<file path="src/hdl/kpta_pkg.sv">
// ----------------------------------------------------------------------------
// kpta_pkg - shared types and codes of the keyed page table allocator
// Operation codes, page kind codes, the page entry layout and sequencer states.
// ----------------------------------------------------------------------------
package kpta_pkg;

    localparam int OP_W    = 3;
    localparam int KEY_W   = 16;
    localparam int LEN_W   = 7;
    localparam int PTYPE_W = 2;
    localparam int PIDX_W  = 6;
    localparam int KIND_W  = 3;

    localparam logic [OP_W-1:0] OP_ALLOC     = 3'd0;
    localparam logic [OP_W-1:0] OP_CLAIM     = 3'd1;
    localparam logic [OP_W-1:0] OP_FREE      = 3'd2;
    localparam logic [OP_W-1:0] OP_FREE_RESV = 3'd3;
    localparam logic [OP_W-1:0] OP_QUERY     = 3'd4;

    localparam logic [KIND_W-1:0] KIND_FREE     = 3'd0;
    localparam logic [KIND_W-1:0] KIND_RESERVED = 3'd4;

    typedef struct packed {
        logic [KIND_W-1:0] kind;
        logic [KEY_W-1:0]  owner;
    } page_entry_t;

    typedef enum logic [8:0] {
        ST_CLEAR    = 9'b000000001,
        ST_IDLE     = 9'b000000010,
        ST_FETCH    = 9'b000000100,
        ST_FIND     = 9'b000001000,
        ST_RUN      = 9'b000010000,
        ST_ROLLBACK = 9'b000100000,
        ST_CLAIM    = 9'b001000000,
        ST_FREE     = 9'b010000000,
        ST_DONE     = 9'b100000000
    } state_t;

endpackage

</file>
<file path="src/hdl/kpta_page_mem.sv">
// ----------------------------------------------------------------------------
// kpta_page_mem - page table store
// One write port and one read port with registered read data.
// ----------------------------------------------------------------------------
module kpta_page_mem #(
    parameter int DEPTH = 64,
    parameter int AW    = 6
) (
    input  logic                 clk,
    input  logic                 we,
    input  logic [AW-1:0]        wr_addr,
    input  kpta_pkg::page_entry_t wr_data,
    input  logic [AW-1:0]        rd_addr,
    output kpta_pkg::page_entry_t rd_data
);

    kpta_pkg::page_entry_t mem [DEPTH];

    always_ff @(posedge clk)
    begin
        if (we)
        begin
            mem[wr_addr] <= wr_data;
        end
    end

    always_ff @(posedge clk)
    begin
        rd_data <= mem[rd_addr];
    end

endmodule

</file>
<file path="src/hdl/keyed_page_table_allocator.sv">
// ----------------------------------------------------------------------------
// keyed_page_table_allocator - keyed page table with run allocation
// Allocates runs of pages for an owner key, claims, frees and queries pages.
// ----------------------------------------------------------------------------
// Usage:
//   Requests arrive on the s_ channel, one item per operation; every item
//   produces exactly one result item on the m_ channel.
//   A single sequencer walks the page store one entry per cycle through one
//   read and one write port. Alloc and claim scan from page 0; alloc then
//   reserves the rest of the run and on a blocked run sweeps back over the
//   reserved pages. Free scans from page_index up to the last page, query
//   reads page_index only; the longest operation is an alloc blocked at the
//   last page. s_tready is high only while the sequencer is idle.
//   After reset the store is cleared one page a cycle, with s_tready low.
//   A result waits in the output register while m_tready is low; the next
//   item is still accepted and worked on, and its result is held until the
//   output register frees up.
// ----------------------------------------------------------------------------
module keyed_page_table_allocator #(
    parameter int PAGE_COUNT = 64
) (
    input  logic        clk,
    input  logic        rst_n,
    input  logic        s_tvalid,
    output logic        s_tready,
    // op[2:0], key[18:3], run_length[25:19], page_type[27:26], page_index[33:28]
    input  logic [39:0] s_tdata,
    output logic        m_tvalid,
    input  logic        m_tready,
    // ok[0], result_index[6:1], result_type[9:7]
    output logic [15:0] m_tdata
);

    localparam int AW = (PAGE_COUNT > 1) ? $clog2(PAGE_COUNT) : 1;
    localparam int SW = $clog2(PAGE_COUNT + 128) + 1;
    localparam logic [AW-1:0] LAST = AW'(PAGE_COUNT - 1);

    logic [kpta_pkg::OP_W-1:0]    in_op;
    logic [kpta_pkg::KEY_W-1:0]   in_key;
    logic [kpta_pkg::LEN_W-1:0]   in_len;
    logic [kpta_pkg::PTYPE_W-1:0] in_type;
    logic [kpta_pkg::PIDX_W-1:0]  in_index;

    assign in_op    = s_tdata[2:0];
    assign in_key   = s_tdata[18:3];
    assign in_len   = s_tdata[25:19];
    assign in_type  = s_tdata[27:26];
    assign in_index = s_tdata[33:28];

    kpta_pkg::state_t state_reg, state_next;
    logic [AW-1:0]    addr_reg, addr_next;
    logic [AW-1:0]    beg_reg, beg_next;
    logic [AW-1:0]    stop_reg, stop_next;
    logic [kpta_pkg::LEN_W-1:0]   rem_reg, rem_next;
    logic [kpta_pkg::LEN_W-1:0]   len_reg, len_next;
    logic [kpta_pkg::KEY_W-1:0]   key_reg, key_next;
    logic [kpta_pkg::PTYPE_W-1:0] type_reg, type_next;
    logic [kpta_pkg::OP_W-1:0]    op_reg, op_next;

    logic                         res_ok_reg, res_ok_next;
    logic [kpta_pkg::PIDX_W-1:0]  res_index_reg, res_index_next;
    logic [kpta_pkg::KIND_W-1:0]  res_type_reg, res_type_next;

    logic        m_tvalid_reg, m_tvalid_next;
    logic [15:0] m_tdata_reg, m_tdata_next;

    logic                  mem_we;
    kpta_pkg::page_entry_t mem_wdata;
    kpta_pkg::page_entry_t mem_rdata;
    logic                  in_range;
    logic                  accept;
    logic                  run_overflows;

    kpta_page_mem #(
        .DEPTH (PAGE_COUNT),
        .AW    (AW)
    ) u_mem (
        .clk     (clk),
        .we      (mem_we),
        .wr_addr (addr_reg),
        .wr_data (mem_wdata),
        .rd_addr (addr_next),
        .rd_data (mem_rdata)
    );

    assign s_tready = (state_reg == kpta_pkg::ST_IDLE);
    assign accept   = s_tvalid && s_tready;
    assign in_range = int'(in_index) < PAGE_COUNT;
    assign run_overflows = (SW'(addr_reg) + SW'(len_reg)) > SW'(PAGE_COUNT);

    assign m_tvalid = m_tvalid_reg;
    assign m_tdata  = m_tdata_reg;

    always_comb
    begin
        state_next     = state_reg;
        addr_next      = addr_reg;
        beg_next       = beg_reg;
        stop_next      = stop_reg;
        rem_next       = rem_reg;
        len_next       = len_reg;
        key_next       = key_reg;
        type_next      = type_reg;
        op_next        = op_reg;
        res_ok_next    = res_ok_reg;
        res_index_next = res_index_reg;
        res_type_next  = res_type_reg;
        m_tvalid_next  = m_tvalid_reg;
        m_tdata_next   = m_tdata_reg;
        mem_we         = 1'b0;
        mem_wdata      = '{kind: kpta_pkg::KIND_FREE, owner: '0};

        if (m_tvalid_reg && m_tready)
        begin
            m_tvalid_next = 1'b0;
        end

        case (state_reg)
            kpta_pkg::ST_CLEAR:
            begin
                mem_we = 1'b1;
                if (addr_reg == LAST)
                begin
                    addr_next  = '0;
                    state_next = kpta_pkg::ST_IDLE;
                end
                else
                begin
                    addr_next = addr_reg + 1'b1;
                end
            end

            kpta_pkg::ST_IDLE:
            begin
                if (accept)
                begin
                    op_next        = in_op;
                    key_next       = in_key;
                    len_next       = in_len;
                    type_next      = in_type;
                    res_ok_next    = 1'b0;
                    res_index_next = '0;
                    res_type_next  = '0;
                    case (in_op)
                        kpta_pkg::OP_ALLOC:
                        begin
                            addr_next  = '0;
                            state_next = kpta_pkg::ST_FIND;
                        end
                        kpta_pkg::OP_CLAIM:
                        begin
                            addr_next  = '0;
                            state_next = kpta_pkg::ST_CLAIM;
                        end
                        kpta_pkg::OP_FREE, kpta_pkg::OP_FREE_RESV, kpta_pkg::OP_QUERY:
                        begin
                            if (in_range)
                            begin
                                addr_next  = AW'(in_index);
                                state_next = kpta_pkg::ST_FETCH;
                            end
                            else
                            begin
                                state_next = kpta_pkg::ST_DONE;
                            end
                        end
                        default:
                        begin
                            state_next = kpta_pkg::ST_DONE;
                        end
                    endcase
                end
            end

            kpta_pkg::ST_FETCH:
            begin
                // data of the start page is in; reread it for the free scan
                if (op_reg == kpta_pkg::OP_QUERY)
                begin
                    res_ok_next   = 1'b1;
                    res_type_next = mem_rdata.kind;
                    state_next    = kpta_pkg::ST_DONE;
                end
                else
                begin
                    key_next   = mem_rdata.owner;
                    state_next = kpta_pkg::ST_FREE;
                end
            end

            kpta_pkg::ST_FIND:
            begin
                if (mem_rdata.kind == kpta_pkg::KIND_FREE)
                begin
                    mem_we   = 1'b1;
                    beg_next = addr_reg;
                    if (run_overflows)
                    begin
                        // owner stays written, page stays free
                        mem_wdata  = '{kind: kpta_pkg::KIND_FREE, owner: key_reg};
                        state_next = kpta_pkg::ST_DONE;
                    end
                    else
                    begin
                        mem_wdata = '{kind: kpta_pkg::KIND_RESERVED, owner: key_reg};
                        if (len_reg <= kpta_pkg::LEN_W'(1))
                        begin
                            res_ok_next    = 1'b1;
                            res_index_next = kpta_pkg::PIDX_W'(addr_reg);
                            state_next     = kpta_pkg::ST_DONE;
                        end
                        else
                        begin
                            rem_next   = len_reg - 1'b1;
                            addr_next  = addr_reg + 1'b1;
                            state_next = kpta_pkg::ST_RUN;
                        end
                    end
                end
                else if (addr_reg == LAST)
                begin
                    state_next = kpta_pkg::ST_DONE;
                end
                else
                begin
                    addr_next = addr_reg + 1'b1;
                end
            end

            kpta_pkg::ST_RUN:
            begin
                if (mem_rdata.kind != kpta_pkg::KIND_FREE)
                begin
                    // blocked: sweep back over the pages reserved so far
                    stop_next  = addr_reg;
                    addr_next  = beg_reg;
                    state_next = kpta_pkg::ST_ROLLBACK;
                end
                else
                begin
                    mem_we    = 1'b1;
                    mem_wdata = '{kind: kpta_pkg::KIND_RESERVED, owner: key_reg};
                    if (rem_reg == kpta_pkg::LEN_W'(1))
                    begin
                        res_ok_next    = 1'b1;
                        res_index_next = kpta_pkg::PIDX_W'(beg_reg);
                        state_next     = kpta_pkg::ST_DONE;
                    end
                    else
                    begin
                        rem_next  = rem_reg - 1'b1;
                        addr_next = addr_reg + 1'b1;
                    end
                end
            end

            kpta_pkg::ST_ROLLBACK:
            begin
                mem_we    = 1'b1;
                mem_wdata = '{kind: kpta_pkg::KIND_FREE, owner: key_reg};
                if (addr_reg + 1'b1 == stop_reg)
                begin
                    state_next = kpta_pkg::ST_DONE;
                end
                else
                begin
                    addr_next = addr_reg + 1'b1;
                end
            end

            kpta_pkg::ST_CLAIM:
            begin
                if (mem_rdata.owner == key_reg && mem_rdata.kind == kpta_pkg::KIND_RESERVED)
                begin
                    mem_we         = 1'b1;
                    mem_wdata      = '{kind: {1'b0, type_reg}, owner: mem_rdata.owner};
                    res_ok_next    = 1'b1;
                    res_index_next = kpta_pkg::PIDX_W'(addr_reg);
                    state_next     = kpta_pkg::ST_DONE;
                end
                else if (addr_reg == LAST)
                begin
                    state_next = kpta_pkg::ST_DONE;
                end
                else
                begin
                    addr_next = addr_reg + 1'b1;
                end
            end

            kpta_pkg::ST_FREE:
            begin
                if (mem_rdata.owner == key_reg &&
                    (op_reg != kpta_pkg::OP_FREE_RESV ||
                     mem_rdata.kind == kpta_pkg::KIND_RESERVED))
                begin
                    mem_we = 1'b1;
                end
                if (addr_reg == LAST)
                begin
                    res_ok_next = 1'b1;
                    state_next  = kpta_pkg::ST_DONE;
                end
                else
                begin
                    addr_next = addr_reg + 1'b1;
                end
            end

            kpta_pkg::ST_DONE:
            begin
                // hand the result over once the output register is free
                if (!m_tvalid_reg || m_tready)
                begin
                    m_tvalid_next = 1'b1;
                    m_tdata_next  = {6'd0, res_type_reg, res_index_reg, res_ok_reg};
                    state_next    = kpta_pkg::ST_IDLE;
                end
            end

            default:
            begin
                state_next = kpta_pkg::ST_IDLE;
            end
        endcase
    end

    always_ff @(posedge clk or negedge rst_n)
    begin
        if (!rst_n)
        begin
            state_reg    <= kpta_pkg::ST_CLEAR;
            addr_reg     <= '0;
            m_tvalid_reg <= 1'b0;
        end
        else
        begin
            state_reg    <= state_next;
            addr_reg     <= addr_next;
            m_tvalid_reg <= m_tvalid_next;
        end
    end

    always_ff @(posedge clk)
    begin
        beg_reg       <= beg_next;
        stop_reg      <= stop_next;
        rem_reg       <= rem_next;
        len_reg       <= len_next;
        key_reg       <= key_next;
        type_reg      <= type_next;
        op_reg        <= op_next;
        res_ok_reg    <= res_ok_next;
        res_index_reg <= res_index_next;
        res_type_reg  <= res_type_next;
        m_tdata_reg   <= m_tdata_next;
    end

endmodule

</file>
<file path="config.mk">
export PLATFORM = sky130hd
export DESIGN_NAME = keyed_page_table_allocator
export DESIGN_NICKNAME = d
export VERILOG_FILES = /design/src/hdl/kpta_pkg.sv /design/src/hdl/kpta_page_mem.sv /design/src/hdl/keyed_page_table_allocator.sv
export SDC_FILE = /design/constraint.sdc
export NUM_CORES = 2
export LEC_CHECK = 0
export BUFFER_PORTS_ARGS = -buffer_cell sky130_fd_sc_hd__buf_2
export CELL_PAD_IN_SITES_DETAIL_PLACEMENT = 0
export CELL_PAD_IN_SITES_GLOBAL_PLACEMENT = 1
export CORE_MARGIN = 3
export CORE_UTILIZATION = 35
export DETAILED_ROUTE_END_ITERATION = 6
export GPL_TIMING_DRIVEN = 0
export PLACE_DENSITY_LB_ADDON = 0.1
export SLEW_MARGIN = 20
export SYNTH_ARGS = -nofsm -noshare
export SYNTH_HDL_FRONTEND = slang
export SYNTH_SLANG_ARGS = --single-unit
</file>
<file path="constraint.sdc">
create_clock -name clk -period 4.5 [get_ports clk]
set_clock_uncertainty 0.05 [all_clocks]
set_input_delay 0.225 -clock clk [delete_from_list [all_inputs] [get_ports clk]]
set_output_delay 0.225 -clock clk [all_outputs]
set_load 0.02 [all_outputs]
</file>
**Word-level counts from Yosys, hierarchy flattened**

Memory sizes are Yosys's and may differ from the RTL's. A register that Yosys moved wholly into a read port is not among the register bits.
Cells that the tools add are included.

- Multiplexer cells: 71
- Reductions and logical operators: 27
- $lt $le $gt $ge: 2
- $add $sub $neg: 4
- Eq/ne operators: 36

Operator list:

| operator | number |
|---|---|
| $mux 9 | 12 |
| $mux 6 | 17 |
| $pmux 9 s9 | 1 |
| $pmux 19 s4 | 1 |
| $mux 19 | 3 |
| $pmux 6 s7 | 1 |
| $mux 7 | 5 |
| $mux 16 | 2 |
| $pmux 16 s2 | 1 |
| $ne 2x2->1 const B | 14 |
| $pmux 9 s3 | 1 |
| $pmux 6 s4 | 1 |
| $mux 1 | 18 |
| $mux 18 | 1 |
| $eq 16x16->1 | 1 |
| $pmux 7 s2 | 1 |
| $sub 7x1->7 const B | 2 |
| $pmux 6 s2 | 1 |
| $reduce_and 10->1 | 1 |
| $eq 3x3->1 const B | 3 |
| $eq 9x1->1 const B | 1 |
| $eq 9x2->1 const B | 1 |
| $eq 9x3->1 const B | 1 |
| $eq 9x4->1 const B | 1 |
| other kinds (36) | 49 |

- Word-level logic and storage cells: 155
- Output and inout bits: 18
- Bits in writable memories: 1216
- Bits in registers: 83
- Bits of input ports: 44
- Memories: 1

Memories:

| memory | words | width | read ports | clocked after memory_dff | wr ports | RTL line | text |
|---|---|---|---|---|---|---|---|
| u_mem.mem | 64 | 19 | 1 | 1 | 1 | kpta_page_mem.sv:17 | `kpta_pkg::page_entry_t mem [DEPTH];` |

**Depth between registers and ports, before layout**

- Depth after elaboration: 7
- Depth in mapped cells: 20
- Mapped depth without buffers: 16

**Hierarchy**

From an unflattened synthesis, not the netlist that was laid out.

- Cell total of the unflattened synthesis: 2601
- Area total of the unflattened synthesis: 52044.9 um2

Modules (own cells, without submodules):

| module | sequential area each (um2) | instances | cells an instance | area an instance (um2) |
|---|---|---|---|---|
| kpta_page_mem | 36895.4 | 1 | 2112 | 47118.9 |
| keyed_page_table_allocator | 2413.6 | 1 | 489 | 4926.0 |

**Worst setup path after synthesis**

OpenSTA, ideal clock, no wires.

- Kind: flip-flop to flip-flop
- Start: reg addr_reg[1]
- End: reg u_mem.rd_data[11] (netlist name)
- Buffers on the path: 2
- Data arrival time: 4.122 ns
- Library setup time: 0.115 ns
- Setup slack: 0.213 ns
- Stages on the path, launching flop included: 16
- Data required time: 4.335 ns
- Clock period less this slack: 4.287 ns
- Cells stage by stage: dfrtp_1 > ha_1 > a21o_1 > and4_1 > or4_1 > a2111o_1 > a211oi_4 > o21a_1 > o21ai_0 > a211o_1 > or2_2 > clkbuf_1 > clkbuf_1 > a221oi_1 > a22oi_1 > and3_1

- Word-level cells in the longest chain between the ends: 5
- Elaborated cells between the ends (all ways): 17
- Classes of those cells: add/sub (2); order compare (1); eq/ne (2); mux (12)

RTL lines:

| what | RTL line | text |
|---|---|---|
| start: declaration | keyed_page_table_allocator.sv:51 | `logic [AW-1:0] addr_reg, addr_next;` |
| start signal: assignment | keyed_page_table_allocator.sv:339 | `addr_reg <= addr_next;` |
| $add 6x7->8 / $add 6x1->6 (equally long branches) | n/a |  |
| $gt 8x7->1 / $mux 6 (equally long branches) | keyed_page_table_allocator.sv:89, keyed_page_table_allocator.sv:206 |  |
| $mux 6 | keyed_page_table_allocator.sv:197 | `if (run_overflows)` |
| $mux 6 | keyed_page_table_allocator.sv:193 | `if (mem_rdata.kind == kpta_pkg::KIND_FREE)` |
| $pmux 6 s7 (*) | keyed_page_table_allocator.sv:118 | `case (state_reg)` |
| named net addr_next[5] | keyed_page_table_allocator.sv:51 |  |

The timed path passes the listed nets; every way through them passes the cells marked *.
A chain may end at the register's enable or synchronous reset.

**Final worst setup path**

- Start: reg addr_reg[1]
- End: reg u_mem.rd_data[8] (netlist name)

- Word-level cells in the longest chain between the ends: 5
- Elaborated cells between the ends (all ways): 17
- Classes of those cells: add/sub (2); order compare (1); eq/ne (2); mux (12)

RTL lines:

| what | RTL line |
|---|---|
| $add 6x7->8 / $add 6x1->6 (equally long branches) | n/a |
| $gt 8x7->1 / $mux 6 (equally long branches) | keyed_page_table_allocator.sv:89, keyed_page_table_allocator.sv:206 |
| $mux 6 | keyed_page_table_allocator.sv:197 |
| $mux 6 | keyed_page_table_allocator.sv:193 |
| $pmux 6 s7 (*) | keyed_page_table_allocator.sv:118 |

Every way passes the cells marked *; elsewhere a longest branch is shown, timed or not.

==> flow_metrics.tcl <==
set metrics [dict create \
    die_x_um 401.2 \
    core_area_um2 154600 \
    startpoint_type "register" \
    synth.avg_cell_area_um2 13.50 \
    viasPerCell 5.703 \
    cp-end-kind "register" \
    avgRoutedWirePerCell_um 32.29 \
    hold_slack_ns 0.09662 \
    worstPathCellList "buf_4 > ha_4 > nand3_2 > nor2_4 > clkinvlp_4 > ha_1 > o2bb2ai_1 > a221oi_2 > o21ai_2 > or4_4 > clkbuf_8 > nand2_8 > inv_8 > buf_12 > buf_12 > clkbuf_16 > a32oi_2 > a32oi_2 > a22oi_2 > and3_4" \
    largest_register_ffs 1216 \
    ys_types 82 \
    globalRouteTotalUtil_pct 26.15 \
    crit_fanout 9 \
    netlist_area_um2 54670 \
    dp.cells 6211 \
    synthCells 4049 \
    drive_gt1_share_pct 24.06 \
    outcome "finished, violations left" \
    die-area_um2 161000 \
    max_freq_mhz 194.4 \
    required_ns 5.18 \
    cp_num_buf_inv 7 \
    violations "negative setup slack" \
    min_path_type "input port to register" \
    yosysTopAreaCellShare_pct 70.47 \
    finalSetupViolCount 19 \
    fillers 13970 \
    maxCapViolations 0 \
    placementRows 144 \
    synthFlopType "edfxtp_1" \
    maxSlewHeadroom_pct 25.94 \
    postLayoutCellArea_um2 69910 \
    clock_latency_ns 0.80 \
    route.detailed.drc 0 \
    setup_slack_ns -0.6433 \
    area_growth_pct 27.86 \
    rsz0062_at_grt "yes" \
    ys_ff_latch 1318 \
    grt_pass1_vias 36800 \
    power_density_nw_per_um2 845.4 \
    ys_seq_area_share_pct 71.90 \
    drt-total-wl_um 214300 \
    synth_area_leaders "edfxtp_1 70%, nand2_1 5.4%, nand3_1 2.5%" \
    multi_input_area_um2 17430 \
    drv_slew 0 \
    first_pass_iters 5 \
    postRouteAntennaNets 0 \
    synthArstFlopShare_pct 1.214 \
    die_y_um 401.2 \
    dpl.hpwl_um 149000 \
    yosysTopAreaCell "edfxtp_1" \
    worstMarginPinSlew_ns 1.111 \
    critical_path_class "register to register" \
    antenna_found_initial 11 \
    nNetsFinal 4527 \
    cts_tree "yes" \
    first_iter_violations 3715 \
    p_leak_nw 22.28 \
    synth_most_common_cell "edfxtp_1" \
    placed_area_um2 59410 \
    grt_pass1_wl_um 296500 \
    dr_total_vias 37860 \
    place.gp.congestion 0.8462 \
    numPortBuffers 49 \
    synth-edff-count 1283 \
    htreeDepth 4 \
    slowest_delay_ns 0.60 \
    synth_top_cells_by_count "1283 x edfxtp_1, 792 x nand2_1, 278 x nand3_1" \
    fin_crit_ns 5.143 \
    setup_tns_ns -10.39 \
    grt_overflow 0 \
    finalHoldViolCount 0 \
    grt_max_degree 65 \
    cts.sinks 1318 \
    cp_slowest_cell "or4_4" \
    cts_buffers 152 \
    final-seq-area_um2 39320 \
    cts_root_buf "clkbuf_16" \
    instances_no_fill 6638 \
    start_util_pct 35.37 \
    yosys_warnings 0 \
    min_period_over_period_pct 114.3 \
    vdd_ir_drop_max_mv 0.4055 \
    critPathArrivalTime_ns 5.82 \
    clkTransAtPathRegs_ns 0.06 \
    path_delay_family "compound AO/OA/AOI/OAI gates" \
    clock_path_buffers 3 \
    io_pins 62 \
]
## logic make-up (layout without fill, tap and decap cells)
kind of cell / after synthesis / in the layout / synth area share (%)
AO/OA/AOI/OAI: 794 / 794 / 10.82
XOR/XNOR: 44 / 44 / 0.7552
adder cells (fa/ha/maj): 14 / 14 / 0.3295
buffers and inverters: 355 / 890 / 2.666
flip-flops: 1318 / 1318 / 71.90
multiplexers: 107 / 107 / 1.959
other: 1 / 11 / 0.006859
AND/OR/NAND/NOR: 1416 / 1416 / 11.56
## layer usage
layer / up-vias / global-route usage [%] / part of all wire, % / wire length, um
met2: 1264 / 44.07 / 49 / 104500
met1: 19730 / 34.81 / 42 / 90830
met4: 0 / 8.074 / 3.3 / 7092
met3: 298 / 4.009 / 5.5 / 11870
li1: 16560 / - / - / -
met5: - / 0 / 0 / 0
## where the power goes
part	switching [mW]	internal, mW
Clock	5.22	6.80
Sequential	0.308	13.7
Combinational	22.0	11.1
## final timing paths
path / start / endpoint / slack [ns] / cells past startpoint
worst max-delay path: addr_reg[1] / u_mem.rd_data[8] / -0.64 / 20
worst min-delay path: s_tdata[19] / len_reg[0] / 0.1 / 2
worst max register to register: addr_reg[1] / u_mem.rd_data[8] / -0.64 / 20
worst min register to register: res_type_reg[1] / m_tdata[8] / 0.38 / 0
max in group asynchronous: rst_n / addr_reg[2] / 2.36 / 4
min in group asynchronous: rst_n / state_reg[0] / 0.52 / 3
## layout make-up
cell class / instances / area share (%)
Clock buffer: 205 / 5.811
Sequential cell: 1318 / 56.24
Antenna cell: 5 / 0.01790
Inverter: 61 / 0.3579
Multi-Input combinational cell: 2381 / 24.93
Timing Repair Buffer: 269 / 4.440
Tap cell: 2044 / 3.658
Buffer: 287 / 3.513
Clock inverter: 68 / 1.031
## what timing repair did
action	4_1_cts	5_1_grt
gates resized for setup	820	235
endpoints found under the hold margin	56	0
setup endpoints to repair	1236	1167
hold buffers	33	0
setup buffers	68	55
pin swaps	91	87
## cell usage in the layout (no fill, tap or decap), types with 18 or more instances in the layout
cell type	n
edfxtp_1	1283
nand2_1	777
nand3_1	271
clkbuf_16	159
buf_4	136
mux2i_1	103
a21oi_1	96
clkbuf_1	84
buf_2	74
buf_12	72
a22oi_1	71
o21ai_0	69
nor2_4	68
nor2_1	67
o211ai_1	59
inv_1	54
clkbuf_2	52
a32oi_1	44
and3_1	43
buf_6	42
a2111oi_2	42
clkbuf_4	41
a211oi_1	37
a221o_1	34
dlygate4sd3_1	33
nand4_1	32
a221oi_1	32
xnor2_1	30
clkbuf_8	25
clkinv_1	25
a31oi_1	22
clkinv_2	20
a31oi_4	19
dfxtp_1	19
buf_16	18
## metrics by stage
step	utilization [%]	worst slack [ns]	power (mW)
final	45.22	-0.6433	59.10
after CTS	44.24	-0.6357	57.57
after global routing	45.22	-0.7573	61.19
after global placement	37.19	-4.299	39.19
after floorplan	-	0.2130	27.10
after detailed placement	38.43	-3.543	39.65
Note: power is estimated with default switching activity, not from simulation.
